`src/sv/asgr_pkg.sv`:
```
// ----------------------------------------------------------------------------
// asgr_pkg
// Shared types and character codes for the SGR attribute parser.
// ----------------------------------------------------------------------------
package asgr_pkg;

    localparam int CHAR_W  = 8;
    localparam int ACC_W   = 7;
    localparam int COLOR_W = 3;

    // character codes
    localparam logic [CHAR_W-1:0] CH_ESC      = 8'h1B;
    localparam logic [CHAR_W-1:0] CH_LBRACKET = 8'h5B;
    localparam logic [CHAR_W-1:0] CH_SEMI     = 8'h3B;
    localparam logic [CHAR_W-1:0] CH_M        = 8'h6D;
    localparam logic [CHAR_W-1:0] CH_NL       = 8'h0A;
    localparam logic [CHAR_W-1:0] CH_0        = 8'h30;
    localparam logic [CHAR_W-1:0] CH_9        = 8'h39;

    // SGR parameter codes
    localparam logic [ACC_W-1:0] ACC_MAX    = 7'd127;
    localparam logic [ACC_W-1:0] SGR_RESET  = 7'd0;
    localparam logic [ACC_W-1:0] SGR_BOLD   = 7'd1;
    localparam logic [ACC_W-1:0] SGR_FG_LOW  = 7'd30;
    localparam logic [ACC_W-1:0] SGR_FG_HIGH = 7'd37;
    localparam logic [ACC_W-1:0] SGR_BG_LOW  = 7'd40;
    localparam logic [ACC_W-1:0] SGR_BG_HIGH = 7'd47;

    // one colour selection: sel set once a colour has been chosen
    typedef struct packed {
        logic               sel;
        logic [COLOR_W-1:0] idx;
    } color_t;

    // parser and attribute state
    typedef struct packed {
        logic             in_sequence;
        logic             just_after_escape;
        logic [ACC_W-1:0] param_accum;
        logic             param_has_digit;
        logic             param_bad;
        logic             bold_flag;
        color_t           fg;
        color_t           bg;
    } state_t;

    // one result item
    typedef struct packed {
        logic [CHAR_W-1:0]  char_out;
        logic               is_bold;
        logic               fg_valid;
        logic [COLOR_W-1:0] fg_colour;
        logic               bg_valid;
        logic [COLOR_W-1:0] bg_colour;
        logic               line_end;
    } result_t;

endpackage

```
`src/sv/asgr_in_if.sv`:
```
// ----------------------------------------------------------------------------
// asgr_in_if
// Byte input channel: valid/ready handshake carrying one text byte.
// ----------------------------------------------------------------------------
interface asgr_in_if;

    logic                          valid;
    logic                          ready;
    logic [asgr_pkg::CHAR_W-1:0]   char_in;

    modport source (output valid, output char_in, input ready);
    modport sink   (input valid, input char_in, output ready);

endinterface

```
`src/sv/asgr_out_if.sv`:
```
// ----------------------------------------------------------------------------
// asgr_out_if
// Result channel: valid/ready handshake carrying a byte and its attributes.
// ----------------------------------------------------------------------------
interface asgr_out_if;

    logic                          valid;
    logic                          ready;
    logic [asgr_pkg::CHAR_W-1:0]   char_out;
    logic                          is_bold;
    logic                          fg_valid;
    logic [asgr_pkg::COLOR_W-1:0]  fg_colour;
    logic                          bg_valid;
    logic [asgr_pkg::COLOR_W-1:0]  bg_colour;
    logic                          line_end;

    modport source (output valid, output char_out, output is_bold, output fg_valid,
                    output fg_colour, output bg_valid, output bg_colour,
                    output line_end, input ready);
    modport sink   (input valid, input char_out, input is_bold, input fg_valid,
                    input fg_colour, input bg_valid, input bg_colour,
                    input line_end, output ready);

endinterface

```
`src/sv/ansi_sgr_attribute_parser_unit.sv`:
```
// ----------------------------------------------------------------------------
// ansi_sgr_attribute_parser_unit
// Terminal byte stream parser that tracks SGR bold/colour attributes.
// ----------------------------------------------------------------------------
//  channel   | dir | payload                                        | handshake
//  byte_in   | in  | char_in[7:0]                                   | valid/ready
//  attr_out  | out | char_out, is_bold, fg_valid/colour, bg_valid/  | valid/ready
//            |     | colour, line_end                               |
//
//  One byte per cycle sustained while the result register is not stalled.
//  The byte sits in an input register; the decode and state update run when it
//  moves on, writing the result register. Escape bytes and sequence bytes give
//  no result. A stalled result register holds the input register, which still
//  takes a byte while empty. Reset clears attributes and sequence state.
// ----------------------------------------------------------------------------
module ansi_sgr_attribute_parser_unit (
    input  logic            clk,
    input  logic            rst_n,
    asgr_in_if.sink         byte_in,
    asgr_out_if.source      attr_out
);

    logic                          s1_valid_reg;
    logic [asgr_pkg::CHAR_W-1:0]   s1_char_reg;
    asgr_pkg::state_t              state_reg;
    asgr_pkg::state_t              state_next;
    asgr_pkg::result_t             res_next;
    asgr_pkg::result_t             res_reg;
    logic                          out_valid_reg;
    logic                          has_result;
    logic                          advance;

    // stage 1 moves on whenever the result register is free or being taken
    assign advance       = !out_valid_reg || attr_out.ready;
    assign byte_in.ready = !s1_valid_reg || advance;

    asgr_step u_step (
        .char_in    (s1_char_reg),
        .state      (state_reg),
        .state_next (state_next),
        .result     (res_next),
        .has_result (has_result)
    );

    // input register
    always_ff @(posedge clk or negedge rst_n)
    begin
        if (!rst_n)
        begin
            s1_valid_reg <= 1'b0;
        end
        else if (byte_in.ready)
        begin
            s1_valid_reg <= byte_in.valid;
        end
    end

    always_ff @(posedge clk)
    begin
        if (byte_in.valid && byte_in.ready)
        begin
            s1_char_reg <= byte_in.char_in;
        end
    end

    // parser state
    always_ff @(posedge clk or negedge rst_n)
    begin
        if (!rst_n)
        begin
            state_reg <= '0;
        end
        else if (s1_valid_reg && advance)
        begin
            state_reg <= state_next;
        end
    end

    // result register
    always_ff @(posedge clk or negedge rst_n)
    begin
        if (!rst_n)
        begin
            out_valid_reg <= 1'b0;
        end
        else if (advance)
        begin
            out_valid_reg <= s1_valid_reg && has_result;
        end
    end

    always_ff @(posedge clk)
    begin
        if (advance && s1_valid_reg && has_result)
        begin
            res_reg <= res_next;
        end
    end

    assign attr_out.valid     = out_valid_reg;
    assign attr_out.char_out  = res_reg.char_out;
    assign attr_out.is_bold   = res_reg.is_bold;
    assign attr_out.fg_valid  = res_reg.fg_valid;
    assign attr_out.fg_colour = res_reg.fg_colour;
    assign attr_out.bg_valid  = res_reg.bg_valid;
    assign attr_out.bg_colour = res_reg.bg_colour;
    assign attr_out.line_end  = res_reg.line_end;

    // a processed newline leaves no open sequence and no attributes
    a_nl_clears: assert property (@(posedge clk) disable iff (!rst_n)
        s1_valid_reg && advance && s1_char_reg == asgr_pkg::CH_NL
        |=> !state_reg.in_sequence && !state_reg.bold_flag && !state_reg.fg.sel
            && !state_reg.bg.sel)
        else $error("newline did not clear parser state");

    // a line-end result carries no byte and no attributes
    a_line_end_clean: assert property (@(posedge clk) disable iff (!rst_n)
        out_valid_reg && res_reg.line_end
        |-> res_reg.char_out == '0 && !res_reg.is_bold && !res_reg.fg_valid
            && !res_reg.bg_valid)
        else $error("line-end result carries attributes");

    // stalled stage 1 keeps its byte
    a_s1_hold: assert property (@(posedge clk) disable iff (!rst_n)
        s1_valid_reg && !advance |=> s1_valid_reg && $stable(s1_char_reg))
        else $error("stage 1 byte lost under stall");

    // state changes only when a byte is processed
    a_state_quiet: assert property (@(posedge clk) disable iff (!rst_n)
        !(s1_valid_reg && advance) |=> $stable(state_reg))
        else $error("parser state changed without a byte");

endmodule

```
`src/sv/asgr_step.sv`:
```
// ----------------------------------------------------------------------------
// asgr_step
// Per-byte decode: next parser state and the optional result for one byte.
// ----------------------------------------------------------------------------
module asgr_step (
    input  logic [asgr_pkg::CHAR_W-1:0] char_in,
    input  asgr_pkg::state_t            state,
    output asgr_pkg::state_t            state_next,
    output asgr_pkg::result_t           result,
    output logic                        has_result
);

    logic                         is_digit;
    logic [3:0]                   digit;
    logic [10:0]                  acc_prod;
    logic [asgr_pkg::ACC_W-1:0]   acc_sat;
    asgr_pkg::state_t             applied;

    // digit classification and saturating decimal accumulate
    assign is_digit = (char_in >= asgr_pkg::CH_0) && (char_in <= asgr_pkg::CH_9);
    assign digit    = 4'(char_in - asgr_pkg::CH_0);
    assign acc_prod = 11'({4'd0, state.param_accum} * 11'd10) + {7'd0, digit};
    assign acc_sat  = (acc_prod > {4'd0, asgr_pkg::ACC_MAX}) ? asgr_pkg::ACC_MAX
                                                            : acc_prod[asgr_pkg::ACC_W-1:0];

    // state after applying the pending parameter at a terminator
    always_comb
    begin
        applied = state;
        if (state.param_has_digit && !state.param_bad)
        begin
            if (state.param_accum == asgr_pkg::SGR_RESET)
            begin
                applied.bold_flag = 1'b0;
                applied.fg        = '0;
                applied.bg        = '0;
            end
            else if (state.param_accum == asgr_pkg::SGR_BOLD)
            begin
                applied.bold_flag = 1'b1;
            end
            else if (state.param_accum >= asgr_pkg::SGR_FG_LOW &&
                     state.param_accum <= asgr_pkg::SGR_FG_HIGH)
            begin
                applied.fg.sel = 1'b1;
                applied.fg.idx = asgr_pkg::COLOR_W'(state.param_accum - asgr_pkg::SGR_FG_LOW);
            end
            else if (state.param_accum >= asgr_pkg::SGR_BG_LOW &&
                     state.param_accum <= asgr_pkg::SGR_BG_HIGH)
            begin
                applied.bg.sel = 1'b1;
                applied.bg.idx = asgr_pkg::COLOR_W'(state.param_accum - asgr_pkg::SGR_BG_LOW);
            end
        end
        applied.param_accum     = '0;
        applied.param_has_digit = 1'b0;
        applied.param_bad       = 1'b0;
    end

    // byte dispatch
    always_comb
    begin
        state_next = state;
        has_result = 1'b0;
        result     = '0;
        if (char_in == asgr_pkg::CH_NL)
        begin
            // newline clears everything and marks a line end
            state_next      = '0;
            has_result      = 1'b1;
            result.line_end = 1'b1;
        end
        else if (!state.in_sequence)
        begin
            if (char_in == asgr_pkg::CH_ESC)
            begin
                state_next.in_sequence       = 1'b1;
                state_next.just_after_escape = 1'b1;
                state_next.param_accum       = '0;
                state_next.param_has_digit   = 1'b0;
                state_next.param_bad         = 1'b0;
            end
            else
            begin
                has_result       = 1'b1;
                result.char_out  = char_in;
                result.is_bold   = state.bold_flag;
                result.fg_valid  = state.fg.sel;
                result.fg_colour = state.fg.sel ? state.fg.idx : '0;
                result.bg_valid  = state.bg.sel;
                result.bg_colour = state.bg.sel ? state.bg.idx : '0;
            end
        end
        else
        begin
            state_next.just_after_escape = 1'b0;
            if (state.just_after_escape && char_in == asgr_pkg::CH_LBRACKET)
            begin
                // introducer bracket is skipped
            end
            else if (is_digit)
            begin
                state_next.param_accum     = acc_sat;
                state_next.param_has_digit = 1'b1;
            end
            else if (char_in == asgr_pkg::CH_SEMI)
            begin
                state_next                   = applied;
                state_next.just_after_escape = 1'b0;
            end
            else if (char_in == asgr_pkg::CH_M)
            begin
                state_next                   = applied;
                state_next.just_after_escape = 1'b0;
                state_next.in_sequence       = 1'b0;
            end
            else
            begin
                state_next.param_bad = 1'b1;
            end
        end
    end

endmodule
```
`src/flat_wrapper.sv`:
```
// flat-port wrapper written by rule: the top's interface ports become plain ports
module ansi_sgr_attribute_parser_unit_flat 
  (clk, rst_n, byte_in_valid, byte_in_char_in, byte_in_ready, attr_out_valid, attr_out_char_out, attr_out_is_bold, attr_out_fg_valid, attr_out_fg_colour, attr_out_bg_valid, attr_out_bg_colour, attr_out_line_end, attr_out_ready);
  asgr_in_if byte_in_i ();
  asgr_out_if attr_out_i ();
  input  logic clk;
  input  logic rst_n;
  input wire logic [$bits(byte_in_i.valid)-1:0] byte_in_valid;
  input wire logic [$bits(byte_in_i.char_in)-1:0] byte_in_char_in;
  output wire logic [$bits(byte_in_i.ready)-1:0] byte_in_ready;
  output wire logic [$bits(attr_out_i.valid)-1:0] attr_out_valid;
  output wire logic [$bits(attr_out_i.char_out)-1:0] attr_out_char_out;
  output wire logic [$bits(attr_out_i.is_bold)-1:0] attr_out_is_bold;
  output wire logic [$bits(attr_out_i.fg_valid)-1:0] attr_out_fg_valid;
  output wire logic [$bits(attr_out_i.fg_colour)-1:0] attr_out_fg_colour;
  output wire logic [$bits(attr_out_i.bg_valid)-1:0] attr_out_bg_valid;
  output wire logic [$bits(attr_out_i.bg_colour)-1:0] attr_out_bg_colour;
  output wire logic [$bits(attr_out_i.line_end)-1:0] attr_out_line_end;
  input wire logic [$bits(attr_out_i.ready)-1:0] attr_out_ready;
  assign byte_in_i.valid = byte_in_valid;
  assign byte_in_i.char_in = byte_in_char_in;
  assign byte_in_ready = byte_in_i.ready;
  assign attr_out_valid = attr_out_i.valid;
  assign attr_out_char_out = attr_out_i.char_out;
  assign attr_out_is_bold = attr_out_i.is_bold;
  assign attr_out_fg_valid = attr_out_i.fg_valid;
  assign attr_out_fg_colour = attr_out_i.fg_colour;
  assign attr_out_bg_valid = attr_out_i.bg_valid;
  assign attr_out_bg_colour = attr_out_i.bg_colour;
  assign attr_out_line_end = attr_out_i.line_end;
  assign attr_out_i.ready = attr_out_ready;
  ansi_sgr_attribute_parser_unit u_core (.clk(clk), .rst_n(rst_n), .byte_in(byte_in_i), .attr_out(attr_out_i));
endmodule
```
`config.mk`:
```
export PLATFORM = sky130hd
export DESIGN_NAME = ansi_sgr_attribute_parser_unit_flat
export DESIGN_NICKNAME = d
export VERILOG_FILES = /design/src/sv/asgr_pkg.sv /design/src/sv/asgr_in_if.sv /design/src/sv/asgr_out_if.sv /design/src/sv/ansi_sgr_attribute_parser_unit.sv /design/src/sv/asgr_step.sv /design/src/flat_wrapper.sv
export SDC_FILE = /design/constraint.sdc
export NUM_CORES = 1
export LEC_CHECK = 0
export ABC_CLOCK_PERIOD_IN_PS = 8400
export BUFFER_PORTS_ARGS = -buffer_cell sky130_fd_sc_hd__buf_4
export CAP_MARGIN = 40
export CORE_ASPECT_RATIO = 0.7
export CORE_MARGIN = 3
export CORE_UTILIZATION = 55
export CTS_CLUSTER_DIAMETER = 120
export DETAILED_ROUTE_END_ITERATION = 8
export PLACE_DENSITY = 0.76
export SLEW_MARGIN = 20
export SYNTH_ARGS = -nofsm -noshare
export SYNTH_HDL_FRONTEND = slang
export SYNTH_SLANG_ARGS = --single-unit
export TNS_END_PERCENT = 1
```
`constraint.sdc`:
```
create_clock -name clk -period 8.4 [get_ports clk]
set_input_delay 0.42 -clock clk [delete_from_list [all_inputs] [get_ports clk]]
set_output_delay 0.42 -clock clk [all_outputs]
set_load 0.01 [all_outputs]
```
## Word level (Yosys, flattened, before mapping)

Index checks and enable logic that the tools add are counted.

- Add/subtract/negate cells: 4
- Multiply operators: 1
- Magnitude comparators: 7
- Equality and inequality tests: 11
- Muxes and demuxes: 24
- Bitwise logic cells: 2
- Reduce and logical (&&, ||, !) cells: 25

Operators by type and width:

| cell | number |
|---|---|
| two-way mux 20 bit | 3 |
| two-way mux 9 bit | 4 |
| two-way mux 11 bit | 2 |
| two-way mux 10 bit | 2 |
| equality test 8 x 7 -> 1 bit (second input constant) | 2 |
| two-way mux 8 bit | 2 |
| less-or-equal comparator 7 x 6 -> 1 bit (second input constant) | 2 |
| two-way mux 4 bit | 3 |
| adder 11 x 4 -> 11 bit | 1 |
| greater-than comparator 11 x 7 -> 1 bit (second input constant) | 1 |
| multiplier 7 x 3 -> 10 bit (second input constant) | 1 |
| logical AND 1 bit | 9 |
| equality test 8 x 4 -> 1 bit (second input constant) | 1 |
| equality test 8 x 5 -> 1 bit (second input constant) | 1 |
| equality test 8 x 6 -> 1 bit (second input constant) | 1 |
| greater-or-equal comparator 8 x 6 -> 1 bit (second input constant) | 1 |
| less-or-equal comparator 8 x 6 -> 1 bit (second input constant) | 1 |
| AND reduction 4 bit | 2 |
| OR reduction 4 bit | 2 |
| equality test 7 x 1 -> 1 bit (second input constant) | 1 |
| greater-or-equal comparator 7 x 5 -> 1 bit (second input constant) | 1 |
| greater-or-equal comparator 7 x 6 -> 1 bit (second input constant) | 1 |
| logical NOT 7 bit | 1 |
| two-way mux 7 bit | 1 |
| 17 further kinds | 28 |

- Flip-flop bits (word level): 48
- Logic and storage cells: 94

## Longest topological paths before layout

Gate-level depths: netlist of run 1.

- Word-level depth: 13
- Gate-level depth with buffers: 9
- Mapped depth without buffers: 9

## By module

Synthesis of run 1 repeated with hierarchy kept, for this count alone.

- Cell total of the unflattened synthesis: 258
- Area total of the unflattened synthesis: 2980.4 um^2

By module, submodules not included:

| module | instances | cells each | area an instance (um^2) | sequential area each (um^2) |
|---|---|---|---|---|
| ansi_sgr_attribute_parser_unit | 1 | 79 | 1732.9 | 1331.3 |
| asgr_step | 1 | 179 | 1247.4 | 0.0 |

## Least setup slack after synthesis of run 1

No wires, ideal clock.

- Path type: reg-to-reg
- Start point: register u_core.state_reg[12] (netlist bit)
- End point: register u_core.state_reg[11] (netlist bit)
- Arrival time: 2.843 ns
- Setup slack: 5.436 ns
- Stages on the path, launching flop included: 10
- Buffers on the path: 0
- Period minus slack after synthesis: 2.964 ns
- Cell sequence: dfrtp_1 -> ha_1 -> ha_1 -> fa_1 -> xor2_1 -> nand4_1 -> or4_1 -> a221oi_2 -> nand2b_1 -> a22o_1

- Word-level cells in the longest chain between the ends: 8

Ends and longest elaborated chain:

| what | RTL line | RTL |
|---|---|---|
| start: declaration | ansi_sgr_attribute_parser_unit.sv:25 | `asgr_pkg::state_t state_reg;` |
| start signal: assignment | ansi_sgr_attribute_parser_unit.sv:75 | `state_reg <= state_next;` |
| multiplier 7 x 3 -> 10 bit | asgr_step.sv:22 | `assign acc_prod = 11'({4'd0, state.param_accum} * 11'd10) + {7'd0, digit};` |
| adder 11 x 4 -> 11 bit | asgr_step.sv:22 |  |
| greater-than comparator 11 x 7 -> 1 bit | asgr_step.sv:23 | `assign acc_sat = (acc_prod > {4'd0, asgr_pkg::ACC_MAX}) ? asgr_pkg::ACC_MAX` |
| two-way mux 7 bit | asgr_step.sv:23 |  |
| two-way mux 8 bit | asgr_step.sv:101 | `else if (is_digit)` |
| two-way mux 20 bit | asgr_step.sv:97 | `if (state.just_after_escape && char_in == asgr_pkg::CH_LBRACKET)` |
| two-way mux 11 bit | asgr_step.sv:73 | `else if (!state.in_sequence)` |
| two-way mux 20 bit | asgr_step.sv:66 | `if (char_in == asgr_pkg::CH_NL)` |

No other way between the ends. The select of a mux whose other input is x is not followed.
A chain may end at the register's enable or synchronous reset.

## Worst setup path in the final report of run 1

- Start point: register u_core.state_reg[12] (netlist bit)
- End point: register u_core.state_reg[13] (netlist bit)

- Word-level cells in the longest chain between the ends: 8

Ends and longest elaborated chain:

| what | RTL line |
|---|---|
| multiplier 7 x 3 -> 10 bit * | asgr_step.sv:22 |
| adder 11 x 4 -> 11 bit * | asgr_step.sv:22 |
| greater-than comparator 11 x 7 -> 1 bit | asgr_step.sv:23 |
| two-way mux 7 bit * | asgr_step.sv:23 |
| two-way mux 8 bit * | asgr_step.sv:101 |
| two-way mux 20 bit * | asgr_step.sv:97 |
| two-way mux 11 bit * | asgr_step.sv:73 |
| two-way mux 20 bit * | asgr_step.sv:66 |

Every way passes the cells marked *; elsewhere a longest branch is shown, timed or not. The select of a mux whose other input is x is not followed.

==> results of run 1 <==
[where the power goes]
group	total (W)	internal (W)	switching, W
clock network	0.000134	0.0000582	0.0000757
registers	0.000342	0.000290	0.0000527
logic	0.000310	0.000142	0.000168
total	0.000786	0.000490	0.000296
[worst max-delay path by stage]
stage                          from                    to  slack, ns  depth (start not counted)
3_3_place_gp   u_core.state_reg[12]  u_core.state_reg[15]       5.24                          9
4_1_cts        u_core.state_reg[12]  u_core.state_reg[12]       5.13                          9
6_report       u_core.state_reg[12]  u_core.state_reg[13]       5.11                          9
2_1_floorplan  u_core.state_reg[12]  u_core.state_reg[11]       5.44                          9
3_5_place_dp   u_core.state_reg[12]  u_core.state_reg[12]       5.14                          9
5_1_grt        u_core.state_reg[12]  u_core.state_reg[12]       4.92                          9
[synthesized netlist by cell type, types with 2 or more instances]
cell type	n
edfxtp_1	26
dfrtp_1	22
nand2_1	18
ha_1	16
and2_1	12
nor2_1	12
a21oi_1	9
a22o_1	8
and3_1	8
inv_1	8
nand2b_1	7
nor2b_1	7
o21ai_0	6
a21o_1	4
a31oi_1	3
and4b_1	3
mux2i_1	3
nand4_1	3
xor2_1	3
clkbuf_1	2
fa_1	2
nand3_1	2
nand3_2	2
nor4bb_1	2
o21a_1	2
o21ai_1	2
o31ai_1	2
or2_0	2
or3_1	2
or4_1	2
xnor2_1	2
[cell families after synthesis]
logic type	after synthesis	synth area share, %
simple gates	91	21.54
fa+ha+maj	18	9.398
flops	48	52.08
compound gates	44	12.33
mux	3	1.175
buf+inv	12	1.762
xor+xnor	5	1.713
[area by class of cell]
type	count	area [sq um]
repair buffers	34	265.3
well taps	55	68.82
multi-input cells	161	1180
fillers	340	1435
inverters	10	37.54
clock buffers	5	68.82
clock inverters	3	17.52
flip-flops and latches	48	1331
[metrics by stage]
step | std cells | worst slack (ns) | util, % | hold WS (ns)
detailed placement | 305 | 5.142 | 64.72 | 0.3217
floorplan | 221 | 5.436 | - | 0.1244
CTS | 314 | 5.129 | 66.90 | 0.2844
finish | 316 | 5.112 | 67.41 | 0.2893
global placement | 305 | 5.245 | 64.72 | 0.3209
global route | 316 | 4.916 | 67.41 | 0.2839
[placed cells by master (no fill, tap or decap), drive strengths merged, types with 3 or more instances in the layout]
master  count
a21oi       9
nor2       12
nand2b      8
and4b       3
and2       12
dfrtp      22
nand4       3
a22o        8
clkbuf      6
buf        32
ha         16
edfxtp     26
o21a        4
mux2i       3
nor2b       7
o21ai       8
nand3       4
a31oi       3
and3        8
clkinv      3
a21o        4
xor2        3
nand2      18
inv        10
[repair_timing]
item	CTS	global route
buffers inserted	0	0
hold endpoints to repair	17	0
hold buffers	1	0
[per-layer routing]
layer  vias to the layer above  wire length (um)  GRT usage, %  part of all wire [%]
met1                       859              2269         25.34                    48
li1                        892                 -             -                     -
met5                         -                 0             0                     0
met4                         0                69         6.705                   1.5
met3                         7               202         4.348                   4.3
met2                        34              2144         28.57                    46
==> results.tsv, run 1 <==
stage	metric	value	unit
synthesis	yosys_register_bits	48	
die	num_rows	20	
cells_and_area	largest_reg_flops	20	
cts	ctsResizeCount	0	
synthesis	synth_cell_types	50	
worst_setup_path	cp.arrival	3.47	ns
cells_and_area	area_growth	16.15	%
cts	tritoncts	yes	
worst_setup_path	slowest_delay	0.61	ns
worst_setup_path	r2r_cells	9	
worst_setup_path	timing.rr.start	u_core.state_reg[12]	
synthesis	yosysSeqAreaShare	52.08	%
cells_and_area	antenna_cells	0	
cells_and_area	final_area	0.002969	sq mm
global_route	grt_pass1_wl	7838	um
die	die_x	87.49	um
die	core_area	0.004404	sq mm
place	routabilityCongestion	0.8168	
sta	setup_viol	0	
cts	clkSinkCount	48	
worst_setup_path	timing.rr.end	u_core.state_reg[13]	
sta	fin_crit_sh	39.14	%
power	p_leak	1.370	nW
synthesis	async_flop_share	45.83	%
worst_setup_path	endpoint_kind	flop	
synthesis	synth_edf_count	26	
die	dieArea	0.005515	sq mm
routing	first_pass_iters	4	
job	cap_violations	0	
worst_hold_path	min_from	byte_in_char_in[7]	
cts	cts_root_buffer	clkbuf_8	
worst_setup_path	critPathLaunchType	flop	
synthesis	synth_area	0.002556	sq mm
cts	numCtsBuffers	5	
power	p_per_area	264.7	mW/mm^2
synthesis	synth_area_leaders	edfxtp_1 31%, dfrtp_1 22%, ha_1 7.8%	
cells_and_area	drive_above_1_share	19.54	%
cells_and_area	fin_nets	290	
worst_setup_path	crit_fanout	11	
worst_hold_path	worstHoldEndpoint	u_core.s1_char_reg[7]	
synthesis	syn_nets	251	
power	power	0.0007858	W
worst_setup_path	r2r_setup_slack	5.11	ns
sta	max_freq	0.3042	GHz
routing	viasPerCell	5.671	
synthesis	yosysWarnings	0	
routing	wirelength	4686	um
worst_setup_path	crit_family	adder cells	
synthesis	synth_cells	221	
routing	routedWlPerCell	14.83	um
sta	rsz0062_at_grt	false	
global_route	antenna_found_initial	0	
sta	finalMaxSlewViolations	0	
worst_setup_path	critPathBufInv	0	
routing	postRouteAntennaNets	0	
sta	skew	0.008954	ns
global_route	first_global_vias	1733	
place	hpwl	3492	um
sta	hold_viol	0	
run_status	outcome	complete, no violations	
worst_setup_path	path_cells	ha_1 > ha_1 > fa_1 > xor2_1 > nand4_1 > or4_1 > a221oi_2 > nand2b_1 > a22o_1	
worst_setup_path	required	8.59	ns
global_route	grt-ovfl-total	0	
worst_setup_path	critPathMostFrequentCell	ha_1	
sta	fin_crit	3.288	ns
global_route	track_usage	18.50	%
synthesis	syn_area_per_cell	11.57	sq um
die	num_io_pins	32	
sta	worstMarginPinSlew	0.6102	ns
cts	clk_pin_slew	0.09	ns
synthesis	ys.flop_type	edfxtp_1	
worst_hold_path	hp-class	input port to flop	
place	place_area	0.002850	sq mm
routing	num_vias	1792	
place	portBuffers	31	
global_route	grt_max_degree	23	
synthesis	yosysTopAreaCellShare	30.54	%
cts	htreeDepth	2	
cts	clock_latency	0.30	ns
worst_setup_path	slowest_stage	dfrtp_1	
routing	drt_iter0_drc	80	
worst_hold_path	whs_path_depth	1	
sta	finalSetupTns	0	ns
synthesis	synth.largest_area_cell	edfxtp_1	
die	fp.dieH	63.04	um
power	ir_drop	154.9	uV
worst_setup_path	path_class	flop to flop	
sta	slew-limit-headroom	58.79	%
cts	cts_buffer_depth	2	
routing	drc	0	
die	initial_core_util	58.04	%
(Power assumes the default switching activity.)
==> run 2: changes to the inputs <==
- ABC_CLOCK_PERIOD_IN_PS: 8400 -> 3200
- clock period: 8.4 -> 3.2 ns (I/O delays scaled with it)
==> run 2 against run 1 <==
Against the previous run: via count down 0.28%; combinational power rose to 3.1 times the previous value; critical path depth up 1; critical endpoint is now u_core.state_reg[11]; critical path type unchanged.
==> results.tsv, run 2 (synthesized netlist as in run 1, its figures left out) <==
stage	metric	value	unit	change
run_status	outcome	complete, no violations		
place	portBuffers	31		unchanged
worst_setup_path	endpoint_kind	flop		
worst_setup_path	required	3.38	ns	-5.21 ns
cts	cts_root_buffer	clkbuf_8		
worst_setup_path	slowest_stage	or4_1		
worst_hold_path	whs_path_depth	1		unchanged
worst_setup_path	path_class	flop to flop		
sta	slew-limit-headroom	50.14	%	-8.7 points
sta	hold_viol	0		unchanged
die	dieArea	0.005515	sq mm	unchanged
power	ir_drop	530.5	uV	+240%
die	num_io_pins	32		unchanged
cells_and_area	area_growth	19.09	%	
cts	htreeDepth	2		unchanged
sta	setup_viol	0		unchanged
global_route	grt_max_degree	23		unchanged
cts	numCtsBuffers	5		unchanged
worst_setup_path	r2r_setup_slack	0.19	ns	-4.93 ns
worst_setup_path	slowest_delay	0.44	ns	-0.17 ns
global_route	grt_pass1_wl	8307	um	+6.0%
job	cap_violations	0		unchanged
cts	cts.hold.buffers_added	1		unchanged
global_route	first_global_vias	1785		+3.0%
cells_and_area	layout_common_cells	38 x buf_4, 26 x edfxtp_1, 22 x dfrtp_1, 18 x nand2_1, 16 x ha_1		
die	core_area	0.004404	sq mm	unchanged
sta	finalSetupTns	0	ns	unchanged
global_route	antenna_found_initial	0		unchanged
routing	routedWlPerCell	15.33	um	+3.4%
place	routabilityCongestion	0.8343		+2.1%
sta	finalMaxSlewViolations	0		unchanged
worst_hold_path	min_from	byte_in_char_in[5]		
worst_setup_path	critPathMostFrequentCell	ha_1		
cts	post_cts_buffers	0		unchanged
worst_setup_path	crit_family	adder cells		
routing	drt_iter0_drc	64		-20%
worst_setup_path	critPathBufInv	1		+1
die	fp.dieH	63.04	um	unchanged
sta	skew	0.004596	ns	-0.004358 ns
power	p_comb_share	43.2	%	+3.8 points
place	hpwl	3770	um	+7.9%
worst_setup_path	timing.rr.start	u_core.state_reg[12]		
sta	fin_crit	3.013	ns	-0.2744 ns
routing	drc	0		unchanged
cells_and_area	drive_above_1_share	21.72	%	+2.2 points
cts	tritoncts	yes		
die	initial_core_util	58.04	%	unchanged
cells_and_area	fin_nets	296		+2.1%
global_route	track_usage	19.37	%	+0.87 points
cells_and_area	final_common_cell	buf_4		
die	die_x	87.49	um	unchanged
power	pwr-share-seq	37.9	%	-5.7 points
sta	max_freq	0.3319	GHz	+9.1%
global_route	grt-ovfl-total	0		unchanged
cells_and_area	antenna_cells	0		unchanged
cells_and_area	largest_reg_flops	20		unchanged
power	pwr-share-clk	18.9	%	+1.9 points
power	swShare	36.34	%	-1.3 points
routing	viasPerCell	5.550		-2.1%
power	p_leak	1.415	nW	+3.3%
sta	fin_crit_sh	94.16	%	+55 points
sta	worstMarginPinSlew	0.7383	ns	+0.1281 ns
routing	first_pass_iters	4		unchanged
power	p_per_area	731.9	mW/mm^2	+180%
cts	clkSinkCount	48		unchanged
power	p_int	0.001418	W	+190%
cts	clk_pin_slew	0.08	ns	about the same
routing	wirelength	4937	um	+5.4%
worst_setup_path	cp.arrival	3.20	ns	-0.27 ns
worst_hold_path	hp-class	input port to flop		
cells_and_area	final_area	0.003044	sq mm	+2.5%
routing	postRouteAntennaNets	0		unchanged
power	switchingPower	0.0008096	W	+170%
worst_setup_path	timing.rr.end	u_core.state_reg[11]		
cells_and_area	final_cells	322		+1.9%
cts	cts_buffer_depth	2		unchanged
cts	clock_latency	0.29	ns	about the same
worst_setup_path	critPathLaunchType	flop		
cells_and_area	fillers	335		-1.5%
worst_setup_path	r2r_cells	10		+1
routing	num_vias	1787		-0.28%
place	placed_cells	312		+2.3%
worst_setup_path	crit_fanout	7		-4
place	place_area	0.002903	sq mm	+1.8%
die	num_rows	20		unchanged
cts	ctsResizeCount	0		unchanged
worst_setup_path	path_cells	ha_1 > ha_1 > fa_1 > xor2_1 > nand4_1 > or4_1 > a221oi_2 > buf_4 > nand2b_1 > a22o_1		
worst_hold_path	worstHoldEndpoint	u_core.s1_char_reg[5]		
power	power	0.002228	W	+180%
sta	rsz0062_at_grt	false		
[run 2: cell count changes in the layout (fill, tap and decap cells not counted), sizes merged]
cell / previous run / this run
buf: 32 / 39
clkbuf: 6 / 7
clkinv: 3 / 2
inv: 10 / 9
[run 2: area by class of cell]
| class | instances | area [sq um] | share of cell area, % |
|---|---|---|---|
| Clock buffer | 7 | 107.6 | 3.535 |
| Clock inverter | 1 | 8.758 | 0.2877 |
| Inverter | 10 | 37.54 | 1.233 |
| Multi-Input combinational cell | 161 | 1180 | 38.76 |
| Sequential cell | 48 | 1331 | 43.73 |
| Tap cell | 55 | 68.82 | 2.261 |
| Timing Repair Buffer | 40 | 310.3 | 10.19 |
[run 2: power by group through the flow]
stage,sequential (W),combinational (W),clock [W]
after floorplan,0.000870,0.000619,0
after global placement,0.000852,0.000918,0
after detailed placement,0.000857,0.000949,0
after CTS,0.000844,0.000957,0.000426
after global routing,0.000858,0.00109,0.000460
final,0.000844,0.000963,0.000421
[run 2: per-layer routing]
metal	GRT usage (%)	share of wire, %	vias to the layer above
li1	-	-	904
met1	26.86	47	837
met2	30.92	48	44
met3	5.007	5.5	2
met4	3.640	0.22	0
met5	0	0	-
[run 2: worst max path at each step]
stage                               from              endpoint  depth (start not counted)  slack, ns
floorplan           u_core.state_reg[12]  u_core.state_reg[11]                          9       0.24
global placement    u_core.state_reg[12]  u_core.state_reg[15]                         10       0.35
detailed placement  u_core.state_reg[12]  u_core.state_reg[11]                         10       0.24
CTS                 u_core.state_reg[12]  u_core.state_reg[11]                         10       0.23
global route        u_core.state_reg[12]  u_core.state_reg[11]                         10       0.09
finish              u_core.state_reg[12]  u_core.state_reg[11]                         10       0.19
[run 2: worst register-to-register path, stage by stage, from the launching register on]
cell and delay (ns):
dfrtp_1 0.39, ha_1 0.29, ha_1 0.23, fa_1 0.42, xor2_1 0.29, nand4_1 0.15, or4_1 0.44, a221oi_2 0.26
buf_4 0.18, nand2b_1 0.06, a22o_1 0.19
[run 2: stage by stage]
stage               util (%)  hold slack (ns)  worst slack [ns]
global route           69.12          0.02326           0.08900
CTS                    68.78          0.03385            0.2261
finish                 69.12          0.03829            0.1868
detailed placement     65.91          0.06281            0.2425
floorplan                  -          -0.1356            0.2364
global placement       65.91          0.06161            0.3496
